$ cat src/rtl/jde_pkg.sv
// Shared types, constants and event-order tables for the joystick d-pad encoder.
`timescale 1ns / 1ps

package jde_pkg;

  // Field widths
  localparam int unsigned SampleW  = 14;
  localparam int unsigned GateW    = 10;
  localparam int unsigned ThrW     = 12;
  localparam int unsigned OffW     = 16;
  localparam int unsigned MaskW    = 8;
  localparam int unsigned CodeW    = 3;
  localparam int unsigned CfgIdxW  = 3;
  localparam int unsigned CfgDataW = 14;
  localparam int unsigned NumKeys  = 8;

  // Default depth of the queue between classifier and serializer
  localparam int unsigned FIFO_DEPTH = 2;

  // Configuration register indexes
  typedef enum logic [CfgIdxW-1:0] {
    CFG_CENTER_X      = 3'd0,
    CFG_CENTER_Y      = 3'd1,
    CFG_SAMPLE_LIMIT  = 3'd2,
    CFG_NOISE_GATE    = 3'd3,
    CFG_DIR_THRESHOLD = 3'd4
  } cfg_idx_e;

  // Register reset values
  localparam logic [SampleW-1:0] CENTER_RESET = 14'd4200;
  localparam logic [SampleW-1:0] LIMIT_RESET  = 14'd8192;
  localparam logic [GateW-1:0]   GATE_RESET   = 10'd50;
  localparam logic [ThrW-1:0]    THR_RESET    = 12'd300;

  // Bit positions inside the button mask
  localparam int unsigned BIT_UP     = 0;
  localparam int unsigned BIT_DOWN   = 1;
  localparam int unsigned BIT_LEFT   = 2;
  localparam int unsigned BIT_RIGHT  = 3;
  localparam int unsigned BIT_A      = 4;
  localparam int unsigned BIT_B      = 5;
  localparam int unsigned BIT_SELECT = 6;
  localparam int unsigned BIT_START  = 7;

  // Key codes reported with an event
  typedef enum logic [CodeW-1:0] {
    KEY_UP    = 3'd0,
    KEY_DOWN  = 3'd1,
    KEY_LEFT  = 3'd2,
    KEY_RIGHT = 3'd3,
    KEY_K0    = 3'd4,
    KEY_K1    = 3'd5,
    KEY_K2    = 3'd6,
    KEY_K3    = 3'd7
  } key_code_e;

  // Event order: slot i reports mask bit ORDER_BIT[i] under code ORDER_CODE[i]
  localparam logic [CodeW-1:0] ORDER_BIT [NumKeys] = '{
    3'(BIT_UP), 3'(BIT_DOWN), 3'(BIT_LEFT), 3'(BIT_RIGHT),
    3'(BIT_A), 3'(BIT_B), 3'(BIT_START), 3'(BIT_SELECT)
  };
  localparam key_code_e ORDER_CODE [NumKeys] = '{
    KEY_UP, KEY_DOWN, KEY_LEFT, KEY_RIGHT, KEY_K2, KEY_K1, KEY_K3, KEY_K0
  };

  // One classified poll: its mask and the event slots still to report
  typedef struct packed {
    logic [MaskW-1:0]   mask;
    logic [NumKeys-1:0] pend;
  } job_t;

endpackage

$ cat src/rtl/jde_in_if.sv
// Poll channel: valid/ready handshake with the joystick and button sample fields.
`timescale 1ns / 1ps

interface jde_in_if;
  logic                         valid;
  logic                         ready;
  logic [jde_pkg::SampleW-1:0]  sample_x;
  logic                         x_read_ok;
  logic [jde_pkg::SampleW-1:0]  sample_y;
  logic                         y_read_ok;
  logic                         press_a;
  logic                         press_b;
  logic                         press_select;
  logic                         press_start;
  logic                         hold_events;

  modport source (
    output valid, sample_x, x_read_ok, sample_y, y_read_ok,
           press_a, press_b, press_select, press_start, hold_events,
    input  ready
  );
  modport sink (
    input  valid, sample_x, x_read_ok, sample_y, y_read_ok,
           press_a, press_b, press_select, press_start, hold_events,
    output ready
  );
endinterface

$ cat src/rtl/jde_out_if.sv
// Result channel: valid/ready handshake with mask and event fields.
`timescale 1ns / 1ps

interface jde_out_if;
  logic                        valid;
  logic                        ready;
  logic [jde_pkg::MaskW-1:0]   button_mask;
  logic                        event_valid;
  logic [jde_pkg::CodeW-1:0]   key_code;
  logic                        pressed;
  logic                        last_of_run;

  modport source (
    output valid, button_mask, event_valid, key_code, pressed, last_of_run,
    input  ready
  );
  modport sink (
    input  valid, button_mask, event_valid, key_code, pressed, last_of_run,
    output ready
  );
endinterface

$ cat src/rtl/joystick_dpad_event_encoder_unit.sv
// Top level of the joystick d-pad encoder: classifier, job queue and event serializer.
//
//   channel   dir  handshake               payload
//   poll_i    in   poll_i.valid/ready      sample_x, x_read_ok, sample_y, y_read_ok,
//                                          press_a/b/select/start, hold_events
//   result_o  out  result_o.valid/ready    button_mask, event_valid, key_code,
//                                          pressed, last_of_run
//   cfg       in   cfg_we_i                cfg_idx_i, cfg_wdata_i (write only)
//
// A poll passes two front stages (offset, then gate/mask) and enters the job queue.
// The serializer emits one result per cycle while the output is accepted: one result per
// pending event of a poll (up to 8), or one plain result if none is pending. Polls keep entering
// while the queue has room. Reset clears offsets, reported mask, queue and output valid at once.
`timescale 1ns / 1ps

module joystick_dpad_event_encoder_unit #(
  parameter int unsigned FifoDepth = jde_pkg::FIFO_DEPTH
) (
  input  logic                          clk_i,
  input  logic                          rst_ni,
  input  logic                          cfg_we_i,
  input  logic [jde_pkg::CfgIdxW-1:0]   cfg_idx_i,
  input  logic [jde_pkg::CfgDataW-1:0]  cfg_wdata_i,
  jde_in_if.sink                        poll_i,
  jde_out_if.source                     result_o
);

  logic          push, full, pop, empty;
  jde_pkg::job_t job, head;

  jde_front u_front (
    .clk_i       (clk_i),
    .rst_ni      (rst_ni),
    .cfg_we_i    (cfg_we_i),
    .cfg_idx_i   (cfg_idx_i),
    .cfg_wdata_i (cfg_wdata_i),
    .poll_i      (poll_i),
    .full_i      (full),
    .push_o      (push),
    .job_o       (job)
  );

  jde_fifo #(
    .Depth (FifoDepth)
  ) u_fifo (
    .clk_i   (clk_i),
    .rst_ni  (rst_ni),
    .push_i  (push),
    .data_i  (job),
    .full_o  (full),
    .pop_i   (pop),
    .empty_o (empty),
    .head_o  (head)
  );

  jde_back u_back (
    .clk_i    (clk_i),
    .rst_ni   (rst_ni),
    .head_i   (head),
    .empty_i  (empty),
    .pop_o    (pop),
    .result_o (result_o)
  );

endmodule

$ cat src/rtl/jde_front.sv
// Front end: configuration registers, sample cleanup, noise gate and mask classification.
`timescale 1ns / 1ps

module jde_front (
  input  logic                          clk_i,
  input  logic                          rst_ni,
  input  logic                          cfg_we_i,
  input  logic [jde_pkg::CfgIdxW-1:0]   cfg_idx_i,
  input  logic [jde_pkg::CfgDataW-1:0]  cfg_wdata_i,
  jde_in_if.sink                        poll_i,
  input  logic                          full_i,
  output logic                          push_o,
  output jde_pkg::job_t                 job_o
);

  localparam int unsigned SW = jde_pkg::SampleW;
  localparam int unsigned OW = jde_pkg::OffW;
  localparam int unsigned TW = jde_pkg::ThrW;
  localparam int unsigned GW = jde_pkg::GateW;
  localparam int unsigned MW = jde_pkg::MaskW;
  localparam int unsigned NK = jde_pkg::NumKeys;

  // Keep a fresh offset when it moved at least the gate, else keep the held one
  function automatic logic [OW-1:0] gate_off(logic signed [SW:0] fresh,
                                             logic [OW-1:0] held,
                                             logic [GW-1:0] ng);
    logic signed [OW:0] diff;
    logic [OW:0]        mag;
    diff = $signed({{(OW-SW){fresh[SW]}}, fresh}) - $signed({held[OW-1], held});
    mag  = diff[OW] ? $unsigned(-diff) : $unsigned(diff);
    if (mag < {{(OW+1-GW){1'b0}}, ng}) begin
      return held;
    end
    return {{(OW-SW-1){fresh[SW]}}, fresh};
  endfunction

  // Direction bits of one axis: {positive, negative} beyond the threshold
  function automatic logic [1:0] dir_bits(logic [OW-1:0] off, logic [TW-1:0] thr);
    logic signed [OW:0] o;
    logic signed [OW:0] t;
    o = $signed({off[OW-1], off});
    t = $signed({{(OW+1-TW){1'b0}}, thr});
    return {(o > t), (o < -t)};
  endfunction

  // Configuration registers
  logic [SW-1:0] center_x_q, center_y_q, limit_q;
  logic [GW-1:0] gate_q;
  logic [TW-1:0] thr_q;

  always_ff @(posedge clk_i or negedge rst_ni) begin
    if (!rst_ni) begin
      center_x_q <= jde_pkg::CENTER_RESET;
      center_y_q <= jde_pkg::CENTER_RESET;
      limit_q    <= jde_pkg::LIMIT_RESET;
      gate_q     <= jde_pkg::GATE_RESET;
      thr_q      <= jde_pkg::THR_RESET;
    end else if (cfg_we_i) begin
      case (cfg_idx_i)
        jde_pkg::CFG_CENTER_X:      center_x_q <= cfg_wdata_i[SW-1:0];
        jde_pkg::CFG_CENTER_Y:      center_y_q <= cfg_wdata_i[SW-1:0];
        jde_pkg::CFG_SAMPLE_LIMIT:  limit_q    <= cfg_wdata_i[SW-1:0];
        jde_pkg::CFG_NOISE_GATE:    gate_q     <= cfg_wdata_i[GW-1:0];
        jde_pkg::CFG_DIR_THRESHOLD: thr_q      <= cfg_wdata_i[TW-1:0];
        default: ;
      endcase
    end
  end

  // Stage A: replace bad samples by the center and form raw offsets
  logic               a_valid_q;
  logic signed [SW:0] fresh_x_q, fresh_y_q, fresh_x_d, fresh_y_d;
  logic [3:0]         btn_q;
  logic               hold_q;
  logic [SW-1:0]      sx_use, sy_use;
  logic               a_take, b_fire;

  always_comb begin
    sx_use = (!poll_i.x_read_ok || (poll_i.sample_x > limit_q)) ? center_x_q
                                                                : poll_i.sample_x;
    sy_use = (!poll_i.y_read_ok || (poll_i.sample_y > limit_q)) ? center_y_q
                                                                : poll_i.sample_y;
    fresh_x_d = $signed({1'b0, sx_use}) - $signed({1'b0, center_x_q});
    fresh_y_d = $signed({1'b0, center_y_q}) - $signed({1'b0, sy_use});
  end

  assign b_fire       = a_valid_q && !full_i;
  assign poll_i.ready = !a_valid_q || b_fire;
  assign a_take       = poll_i.valid && poll_i.ready;

  always_ff @(posedge clk_i or negedge rst_ni) begin
    if (!rst_ni) begin
      a_valid_q <= 1'b0;
    end else if (poll_i.ready) begin
      a_valid_q <= poll_i.valid;
    end
  end

  always_ff @(posedge clk_i) begin
    if (a_take) begin
      fresh_x_q <= fresh_x_d;
      fresh_y_q <= fresh_y_d;
      btn_q     <= {poll_i.press_start, poll_i.press_select, poll_i.press_b, poll_i.press_a};
      hold_q    <= poll_i.hold_events;
    end
  end

  // Stage B: noise gate against held offsets, build mask and pending events
  logic [OW-1:0] held_x_q, held_y_q, filt_x, filt_y;
  logic [MW-1:0] reported_q, mask, changed;
  logic [1:0]    dx, dy;

  always_comb begin
    filt_x = gate_off(fresh_x_q, held_x_q, gate_q);
    filt_y = gate_off(fresh_y_q, held_y_q, gate_q);
    dx     = dir_bits(filt_x, thr_q);
    dy     = dir_bits(filt_y, thr_q);
    mask   = '0;
    mask[jde_pkg::BIT_LEFT]  = dx[0];
    mask[jde_pkg::BIT_RIGHT] = dx[1];
    mask[jde_pkg::BIT_UP]    = dy[0];
    mask[jde_pkg::BIT_DOWN]  = dy[1];
    mask[jde_pkg::BIT_A]      = btn_q[0];
    mask[jde_pkg::BIT_B]      = btn_q[1];
    mask[jde_pkg::BIT_SELECT] = btn_q[2];
    mask[jde_pkg::BIT_START]  = btn_q[3];
    changed    = mask ^ reported_q;
    job_o.mask = mask;
    for (int i = 0; i < NK; i++) begin
      job_o.pend[i] = !hold_q && changed[jde_pkg::ORDER_BIT[i]];
    end
  end

  assign push_o = b_fire;

  // On each push update held offsets, reported mask only outside hold
  always_ff @(posedge clk_i or negedge rst_ni) begin
    if (!rst_ni) begin
      held_x_q   <= '0;
      held_y_q   <= '0;
      reported_q <= '0;
    end else if (b_fire) begin
      held_x_q <= filt_x;
      held_y_q <= filt_y;
      if (!hold_q) begin
        reported_q <= mask;
      end
    end
  end

endmodule

$ cat src/rtl/jde_fifo.sv
// Short job queue between the classifier and the event serializer.
`timescale 1ns / 1ps

module jde_fifo #(
  parameter int unsigned Depth = jde_pkg::FIFO_DEPTH
) (
  input  logic          clk_i,
  input  logic          rst_ni,
  input  logic          push_i,
  input  jde_pkg::job_t data_i,
  output logic          full_o,
  input  logic          pop_i,
  output logic          empty_o,
  output jde_pkg::job_t head_o
);

  localparam int unsigned PtrW = (Depth > 1) ? $clog2(Depth) : 1;
  localparam int unsigned CntW = $clog2(Depth + 1);

  jde_pkg::job_t   entries_q [Depth];
  logic [PtrW-1:0] wr_ptr_q, rd_ptr_q;
  logic [CntW-1:0] cnt_q;

  assign full_o  = (cnt_q == CntW'(Depth));
  assign empty_o = (cnt_q == '0);
  assign head_o  = entries_q[rd_ptr_q];

  // Store incoming job
  always_ff @(posedge clk_i) begin
    if (push_i) begin
      entries_q[wr_ptr_q] <= data_i;
    end
  end

  // Advance pointers and occupancy
  always_ff @(posedge clk_i or negedge rst_ni) begin
    if (!rst_ni) begin
      wr_ptr_q <= '0;
      rd_ptr_q <= '0;
      cnt_q    <= '0;
    end else begin
      if (push_i) begin
        wr_ptr_q <= (wr_ptr_q == PtrW'(Depth - 1)) ? '0 : wr_ptr_q + 1'b1;
      end
      if (pop_i) begin
        rd_ptr_q <= (rd_ptr_q == PtrW'(Depth - 1)) ? '0 : rd_ptr_q + 1'b1;
      end
      if (push_i && !pop_i) begin
        cnt_q <= cnt_q + 1'b1;
      end else if (pop_i && !push_i) begin
        cnt_q <= cnt_q - 1'b1;
      end
    end
  end

`ifndef SYNTHESIS
  a_no_overflow: assert property (@(posedge clk_i) disable iff (!rst_ni)
    !(push_i && full_o))
    else $error("jde_fifo: push into full queue");
  a_no_underflow: assert property (@(posedge clk_i) disable iff (!rst_ni)
    !(pop_i && empty_o))
    else $error("jde_fifo: pop from empty queue");
  a_cnt_range: assert property (@(posedge clk_i) disable iff (!rst_ni)
    cnt_q <= CntW'(Depth))
    else $error("jde_fifo: occupancy beyond depth");
`endif

endmodule

$ cat src/rtl/jde_back.sv
// Back end: serializes queue head to output register, one event per cycle when accepted.
`timescale 1ns / 1ps

module jde_back (
  input  logic          clk_i,
  input  logic          rst_ni,
  input  jde_pkg::job_t head_i,
  input  logic          empty_i,
  output logic          pop_o,
  jde_out_if.source     result_o
);

  localparam int unsigned NK = jde_pkg::NumKeys;
  localparam int unsigned SlotW = $clog2(NK);

  logic [NK-1:0]          done_q, done_d, rem, slot_oh;
  logic [SlotW-1:0]       slot;
  logic                   has_ev, last, load;
  logic                   out_valid_q, out_ev_q, out_pr_q, out_last_q;
  logic [jde_pkg::MaskW-1:0] out_mask_q;
  jde_pkg::key_code_e     out_code_q;

  // Pick the first event slot not yet reported
  always_comb begin
    rem     = head_i.pend & ~done_q;
    has_ev  = |rem;
    slot    = '0;
    slot_oh = '0;
    for (int i = NK - 1; i >= 0; i--) begin
      if (rem[i]) begin
        slot = SlotW'(i);
      end
    end
    if (has_ev) begin
      slot_oh[slot] = 1'b1;
    end
    last = ((rem & ~slot_oh) == '0);
  end

  assign load  = !empty_i && (!out_valid_q || result_o.ready);
  assign pop_o = load && last;

  always_comb begin
    done_d = done_q;
    if (load) begin
      done_d = last ? '0 : (done_q | slot_oh);
    end
  end

  always_ff @(posedge clk_i or negedge rst_ni) begin
    if (!rst_ni) begin
      done_q      <= '0;
      out_valid_q <= 1'b0;
    end else begin
      done_q <= done_d;
      if (load) begin
        out_valid_q <= 1'b1;
      end else if (result_o.ready) begin
        out_valid_q <= 1'b0;
      end
    end
  end

  // Load the result register
  always_ff @(posedge clk_i) begin
    if (load) begin
      out_mask_q <= head_i.mask;
      out_ev_q   <= has_ev;
      out_code_q <= has_ev ? jde_pkg::ORDER_CODE[slot] : jde_pkg::KEY_UP;
      out_pr_q   <= has_ev && head_i.mask[jde_pkg::ORDER_BIT[slot]];
      out_last_q <= last;
    end
  end

  assign result_o.valid       = out_valid_q;
  assign result_o.button_mask = out_mask_q;
  assign result_o.event_valid = out_ev_q;
  assign result_o.key_code    = out_code_q;
  assign result_o.pressed     = out_pr_q;
  assign result_o.last_of_run = out_last_q;

`ifndef SYNTHESIS
  a_plain_is_last: assert property (@(posedge clk_i) disable iff (!rst_ni)
    (out_valid_q && !out_ev_q) |-> out_last_q)
    else $error("jde_back: non-event result not marked last");
  a_pop_clears: assert property (@(posedge clk_i) disable iff (!rst_ni)
    pop_o |=> (done_q == '0))
    else $error("jde_back: progress not cleared after pop");
  a_head_stays: assert property (@(posedge clk_i) disable iff (!rst_ni)
    (load && !last) |=> !empty_i)
    else $error("jde_back: queue head lost in the middle of a run");
`endif

endmodule
$ cat src/flat_wrapper.sv
// flat-port wrapper written by rule: the top's interface ports become plain ports
module joystick_dpad_event_encoder_unit_flat 
#(
  parameter int unsigned FifoDepth = jde_pkg::FIFO_DEPTH
)
  (clk_i, rst_ni, cfg_we_i, cfg_idx_i, cfg_wdata_i, poll_i_valid, poll_i_sample_x, poll_i_x_read_ok, poll_i_sample_y, poll_i_y_read_ok, poll_i_press_a, poll_i_press_b, poll_i_press_select, poll_i_press_start, poll_i_hold_events, poll_i_ready, result_o_valid, result_o_button_mask, result_o_event_valid, result_o_key_code, result_o_pressed, result_o_last_of_run, result_o_ready);
  jde_in_if poll_i_i ();
  jde_out_if result_o_i ();
  input  logic clk_i;
  input  logic rst_ni;
  input  logic cfg_we_i;
  input  logic [jde_pkg::CfgIdxW-1:0] cfg_idx_i;
  input  logic [jde_pkg::CfgDataW-1:0] cfg_wdata_i;
  input wire logic [$bits(poll_i_i.valid)-1:0] poll_i_valid;
  input wire logic [$bits(poll_i_i.sample_x)-1:0] poll_i_sample_x;
  input wire logic [$bits(poll_i_i.x_read_ok)-1:0] poll_i_x_read_ok;
  input wire logic [$bits(poll_i_i.sample_y)-1:0] poll_i_sample_y;
  input wire logic [$bits(poll_i_i.y_read_ok)-1:0] poll_i_y_read_ok;
  input wire logic [$bits(poll_i_i.press_a)-1:0] poll_i_press_a;
  input wire logic [$bits(poll_i_i.press_b)-1:0] poll_i_press_b;
  input wire logic [$bits(poll_i_i.press_select)-1:0] poll_i_press_select;
  input wire logic [$bits(poll_i_i.press_start)-1:0] poll_i_press_start;
  input wire logic [$bits(poll_i_i.hold_events)-1:0] poll_i_hold_events;
  output wire logic [$bits(poll_i_i.ready)-1:0] poll_i_ready;
  output wire logic [$bits(result_o_i.valid)-1:0] result_o_valid;
  output wire logic [$bits(result_o_i.button_mask)-1:0] result_o_button_mask;
  output wire logic [$bits(result_o_i.event_valid)-1:0] result_o_event_valid;
  output wire logic [$bits(result_o_i.key_code)-1:0] result_o_key_code;
  output wire logic [$bits(result_o_i.pressed)-1:0] result_o_pressed;
  output wire logic [$bits(result_o_i.last_of_run)-1:0] result_o_last_of_run;
  input wire logic [$bits(result_o_i.ready)-1:0] result_o_ready;
  assign poll_i_i.valid = poll_i_valid;
  assign poll_i_i.sample_x = poll_i_sample_x;
  assign poll_i_i.x_read_ok = poll_i_x_read_ok;
  assign poll_i_i.sample_y = poll_i_sample_y;
  assign poll_i_i.y_read_ok = poll_i_y_read_ok;
  assign poll_i_i.press_a = poll_i_press_a;
  assign poll_i_i.press_b = poll_i_press_b;
  assign poll_i_i.press_select = poll_i_press_select;
  assign poll_i_i.press_start = poll_i_press_start;
  assign poll_i_i.hold_events = poll_i_hold_events;
  assign poll_i_ready = poll_i_i.ready;
  assign result_o_valid = result_o_i.valid;
  assign result_o_button_mask = result_o_i.button_mask;
  assign result_o_event_valid = result_o_i.event_valid;
  assign result_o_key_code = result_o_i.key_code;
  assign result_o_pressed = result_o_i.pressed;
  assign result_o_last_of_run = result_o_i.last_of_run;
  assign result_o_i.ready = result_o_ready;
  joystick_dpad_event_encoder_unit #(.FifoDepth(FifoDepth)) u_core (.clk_i(clk_i), .rst_ni(rst_ni), .cfg_we_i(cfg_we_i), .cfg_idx_i(cfg_idx_i), .cfg_wdata_i(cfg_wdata_i), .poll_i(poll_i_i), .result_o(result_o_i));
endmodule
$ cat config.mk
export PLATFORM = sky130hd
export DESIGN_NAME = joystick_dpad_event_encoder_unit_flat
export DESIGN_NICKNAME = d
export VERILOG_FILES = /design/src/rtl/jde_pkg.sv /design/src/rtl/jde_in_if.sv /design/src/rtl/jde_out_if.sv /design/src/rtl/joystick_dpad_event_encoder_unit.sv /design/src/rtl/jde_front.sv /design/src/rtl/jde_fifo.sv /design/src/rtl/jde_back.sv /design/src/flat_wrapper.sv
export SDC_FILE = /design/constraint.sdc
export NUM_CORES = 1
export LEC_CHECK = 0
export BUFFER_PORTS_ARGS = -buffer_cell sky130_fd_sc_hd__buf_2
export CAP_MARGIN = 25
export CELL_PAD_IN_SITES_DETAIL_PLACEMENT = 0
export CELL_PAD_IN_SITES_GLOBAL_PLACEMENT = 2
export CORE_MARGIN = 4
export CORE_UTILIZATION = 35
export CTS_BUF_LIST = sky130_fd_sc_hd__clkbuf_4 sky130_fd_sc_hd__clkbuf_8
export CTS_CLUSTER_DIAMETER = 50
export CTS_CLUSTER_SIZE = 24
export DETAILED_ROUTE_END_ITERATION = 16
export GPL_ROUTABILITY_DRIVEN = 0
export PLACE_DENSITY = 0.78
export SLEW_MARGIN = 20
export SYNTH_ARGS = -nofsm -noshare
export SYNTH_HDL_FRONTEND = slang
export SYNTH_SLANG_ARGS = --single-unit
$ cat constraint.sdc
create_clock -name clk_i -period 15.66 [get_ports clk_i]
set_input_delay 1.566 -clock clk_i [delete_from_list [all_inputs] [get_ports clk_i]]
set_output_delay 1.566 -clock clk_i [all_outputs]
set_load 0.05 [all_outputs]
# After elaboration in Yosys (flattened, before gate mapping)
# Memory sizes are Yosys's and may differ from the RTL's. A register that Yosys moved wholly into a read port is not among the register bits.
# Index checks and enable logic that the tools add are counted.
# W data, S select, Z words.
# op_classes
add_sub_neg	11
n_mul	0
n_div	0
magnitude_cmp	12
n_eq_ne	5
shifts	0
mux	34
n_bitwise	8
reduce_logical	42
# ops
operator	count
$mux W16	4
$lt A16 B17 Y1	2
$lt A17 B10 Y1	2
$mux W17	2
$neg A17 Y17	2
$sub A15 B16 Y17	2
$gt A16 B13 Y1	2
$mux W3	10
$sub A14 B14 Y15	2
$gt A14 B14 Y1	2
$mux W14	2
$neg A12 Y17	1
$and A8 B8 Y8	2
$logic_and A1 B1 Y1	16
$mux W8	2
$not A8 Y8	2
$reduce_and A2 Y1	6
$logic_not A1 Y1	10
$mux W1	10
$logic_not A8 Y1	1
$lt A3 B4 Y1 const B	2
$or A8 B8 Y8	1
$reduce_or A8 Y1	1
$xor A8 B8 Y8	1
other kinds (18)	25
# totals
reg_bits	164
latchBits	0
ram_bits	32
mem_bits_ro	48
input_bits	57
memories	3
# mem_list
name	depth	word_bits	rd	rd_clocked_by_memory_dff	wr	line_no	text
u_core.u_fifo.entries_q	2	16	1	0	1	jde_fifo.sv:20	jde_pkg::job_t entries_q [Depth];
(no name shown)	8	3	1	0	0	jde_back.sv:70	out_pr_q <= has_ev && head_i.mask[jde_pkg::ORDER_BIT[slot]];
(no name shown)	8	3	1	1	0	jde_back.sv:69	out_code_q <= has_ev ? jde_pkg::ORDER_CODE[slot] : jde_pkg::KEY_UP;

# Logic depth before layout (Yosys ltp)
# logic_depth
ltp_word	22
mapped_depth	35

# By module
# Synthesis repeated with hierarchy kept, for this count alone.
# hier_totals
hier_cells	1467
hier_area_um2	14477.6
# modules_own_cells
mod	n_inst	cells_per_inst	area_per_inst_um2	seq_area_each_um2
jde_front	1	1299	11856.4	3698.5
jde_fifo	1	66	1392.6	1061.0
jde_back	1	102	1228.7	645.6

# Least setup slack after synthesis
# OpenSTA, ideal clock, no wires.
# synth_path
kind	register -> register
startpoint	reg u_core.u_front.fresh_x_q[0]
endpoint	mem u_core.u_fifo.entries_q[0][3] (netlist bit) (data pin)
setup_ps	278
arrival_ps	6608
setup_slack_ps	8775
stages_incl_launch_ff	32
period_less_slack_ps	6885
cell_sequence	edfxtp_1 inv_1 ha_1 fa_1 nand2b_1 a211oi_2 o21a_1 a31oi_1 o211ai_1 nand2_1 clkbuf_1 o31a_1 xnor2_1 ha_1 a2111oi_0 o21ai_0 a221oi_1 and3_1 a32o_1 nand2_1 o21ai_0 ha_1 nor2b_1 o21a_1 o21a_1 o21a_1 o21ai_0 a21oi_1 o21ai_0 a41oi_1 and4_1 or4_1
# synth_lines
item	line_no	text
from (decl)	jde_front.sv:72	logic signed [SW:0] fresh_x_q, fresh_y_q, fresh_x_d, fresh_y_d;
from (signal assigned)	jde_front.sv:101	fresh_x_q <= fresh_x_d;
to (decl)	jde_fifo.sv:20	

==> impl_results.md <==
* Final hold slack at 0.4963 ns
* Status: complete, no violations
* Vias per cell at 5.290
* Final max-slew violation count at 0
* Slowest-stage cell, CP: or4_1
* Critical Path Stages at 30
* CP Launch Type: flop
* Setup Buffers After CTS at 0
* ANT cells at 0
* Grt ovf at 0
* Seq/Total Area, Yosys at 36.83%
* Yosys top cell area share at 17.39%
* Top Ports at 73
* Core Footprint at 0.04111 mm^2
* Area of the mapped netlist at 0.01467 mm^2
* Router iterations before antenna repair at 5
* Max clock buf depth at 2
* Ys Warns at 0
* Largest net degree at the start of global routing at 69
* Hold Vio Cnt, Final at 0
* Fraction of registers with async set/reset at 59.30%
* Worst Max-Slew Pin Slew at 1.026 ns
* Hold path cells at 1
* Crit share post-route at 52.02%
* IO buf count at 72
* Slowest stage delay, CP at 0.43 ns
* WL per Instance at 18.21 um
* Final setup viols at 0
* Die width at 212.8 um
* Hold Path Class: reg2reg
* Clk slew on worst S/H paths at 0.13 ns
* Max-cap violation count at 0
* Site row count at 74
* DIE AREA at 0.04527 mm^2
* Post-Route WL at 38300 um
* Root Driver: clkbuf_8
* Fillcell total at 4168
* Synthesis-to-layout area growth at 9.601%
* Initial drt markers at 608
* Synth cell types at 91
* Layout cell share with drive strength beyond 1 at 16.36%
* Crit path DAT at 8.40 ns
* Crit. End Element: flop
* CTS tree: done
* CTS resizes at 0
* WS Path Type: reg2reg
* Fmax at 122.8 MHz
* H-tree depth at 4
* Worst-path maximum fanout at 16
* Seq cells post-synth at 199
* Vias in the first global route at 11176
* Post-route DRC at 0
* Antenna-violating nets left at 0
* Number of synthesized flops with an enable pin at 81
* Area leader, netlist: dfrtp_1
* Hold_buf cts at 0
* CTS Sinks at 199
* CTS buffer count at 17
* CP Data Required Time at 15.92 ns
* DP Wirelength at 30270 um
* Clk_lat worst skew at 0.51 ns
* RSZ-0062 raised after global routing: no
* Total GRT Usage at 17.29%
* Layout Nets at 1785
* Via count at 11125
* Cell family with the largest share of critical-path delay: compound AO/OA/AOI/OAI gates
* Clock skew at 0.02805 ns
* Slew headroom at 31.63%
* Top FF cell, synth: dfrtp_1
* Reg2Reg Depth at 30
* Worst Path Buf+Inv at 1
* Initial Util at 35.70%
* Initial antenna violation count at 0
* Synthesized instance count at 1489
* Top cells by area, synth: dfrtp_1, edfxtp_1, ha_1
* Syn_area_per_cell at 9.855 um^2
* First-pass GRT wire length at 61450 um
* Die height at 212.8 um
* Setup TNS at 0 ns
* Tmin final at 8.147 ns
* Synth Net Count at 1716
==> synth_stat cells, drive strengths merged, types with 11 or more instances <==
cell type	number
nor2	89
o21a	42
nand3	18
mux2	94
a21o	20
ha	166
nor2b	19
clkbuf	22
o211ai	11
nand2	104
nand2b	21
inv	120
or2	11
edfxtp	81
nor4	11
dfrtp	102
xnor2	47
dfstp	16
or3	12
mux2i	32
xor2	23
a21oi	64
nor3	25
nand4	23
o21ai	140
==> flip-flops by register name (all words and copies together) (netlist names), 12 cells and up <==
name and cells:
u_core.u_front.held_x_q 16, u_core.u_front.fresh_y_q 15, u_core.u_front.thr_q 12, u_core.u_fifo.entries_q 32, u_core.u_front.fresh_x_q 15, u_core.u_front.center_y_q 14
u_core.u_front.center_x_q 14, u_core.u_front.held_y_q 16, u_core.u_front.limit_q 14
==> worst paths after layout <==
check                                       startpoint                             to  slack, ns
max                        u_core.u_front.fresh_x_q[0]  u_core.u_fifo.entries_q[1][3]       7.51
min                             u_core.u_fifo.wr_ptr_q         u_core.u_fifo.wr_ptr_q       0.50
max reg2reg                u_core.u_front.fresh_x_q[0]  u_core.u_fifo.entries_q[1][3]       7.51
min reg2reg                     u_core.u_fifo.wr_ptr_q         u_core.u_fifo.wr_ptr_q       0.50
max in group asynchronous                       rst_ni      u_core.u_front.limit_q[0]      13.12
min in group asynchronous                       rst_ni     u_core.u_front.held_y_q[9]       1.13
==> final cells by class <==
cell class              count  area, um^2  share of cell area, %
clock buffers              17       234.0                  1.455
clock inverters            15       171.4                  1.066
inverters                 120       450.4                  2.801
multi-input cells        1138        8718                  54.21
flip-flops and latches    199        5405                  33.61
well taps                 532       665.6                  4.139
repair buffers             82       437.9                  2.723
==> per-layer routing <==
| metal | wire length (um) | GRT usage, % | vias up |
|---|---|---|---|
| met5 | 0 | 0 | - |
| met4 | 680 | 4.065 | 0 |
| met3 | 1010 | 2.336 | 34 |
| met2 | 18020 | 29.24 | 170 |
| met1 | 18590 | 23.67 | 5312 |
| li1 | - | - | 5609 |
==> cell families (layout without fill, tap and decap cells) <==
| logic type | after synthesis | count (layout) | synth area share (%) |
|---|---|---|---|
| simple gates | 391 | 391 | 13.77 |
| compound gates | 380 | 380 | 16.75 |
| flops | 199 | 199 | 36.83 |
| fa+ha+maj | 171 | 171 | 14.77 |
| buf+inv | 152 | 234 | 4.025 |
| mux | 126 | 126 | 9.627 |
| xor+xnor | 70 | 70 | 4.229 |
==> cell usage in the layout, fill, tap and decap left out, drive strengths merged, types with 10 or more instances in the layout <==
cell,synthesis,final
a21o,20,20
a21oi,64,64
a31oi,10,10
and3,10,10
buf,10,82
clkbuf,22,17
dfrtp,102,102
dfstp,16,16
edfxtp,81,81
ha,166,166
inv,120,129
mux2,94,94
mux2i,32,32
nand2,104,104
nand2b,21,21
nand3,18,18
nand4,23,23
nor2,89,89
nor2b,19,19
nor3,25,25
nor4,11,11
o211ai,11,11
o21a,42,42
o21ai,140,140
or2,11,11
or3,12,12
or4,10,10
xnor2,47,47
xor2,23,23
==> worst reg2reg max path: cells and delay by family, from the launching register on <==
kind,cells,cell delay (ns)
AO/OA/AOI/OAI,17,4.24
XOR/XNOR,1,0.13
adder cells (fa/ha/maj),4,1.22
buffers and inverters,1,0.05
flip-flops,1,0.38
AND/OR/NAND/NOR,7,1.89
==> metrics by stage <==
stage | worst slack, ns | instances | area, um^2 | util (%)
2_1_floorplan | 8.775 | 1489 | 14670 | -
3_3_place_gp | 7.842 | 2071 | 15680 | 38.14
3_5_place_dp | 7.567 | 2071 | 15680 | 38.14
4_1_cts | 7.570 | 2103 | 16080 | 39.12
5_1_grt | 6.650 | 2103 | 16080 | 39.12
6_report | 7.514 | 2103 | 16080 | 39.12
Power is left out: the tool's default activity adds up to more than one toggle a clock period on the data nets, which glitch-free logic cannot reach.
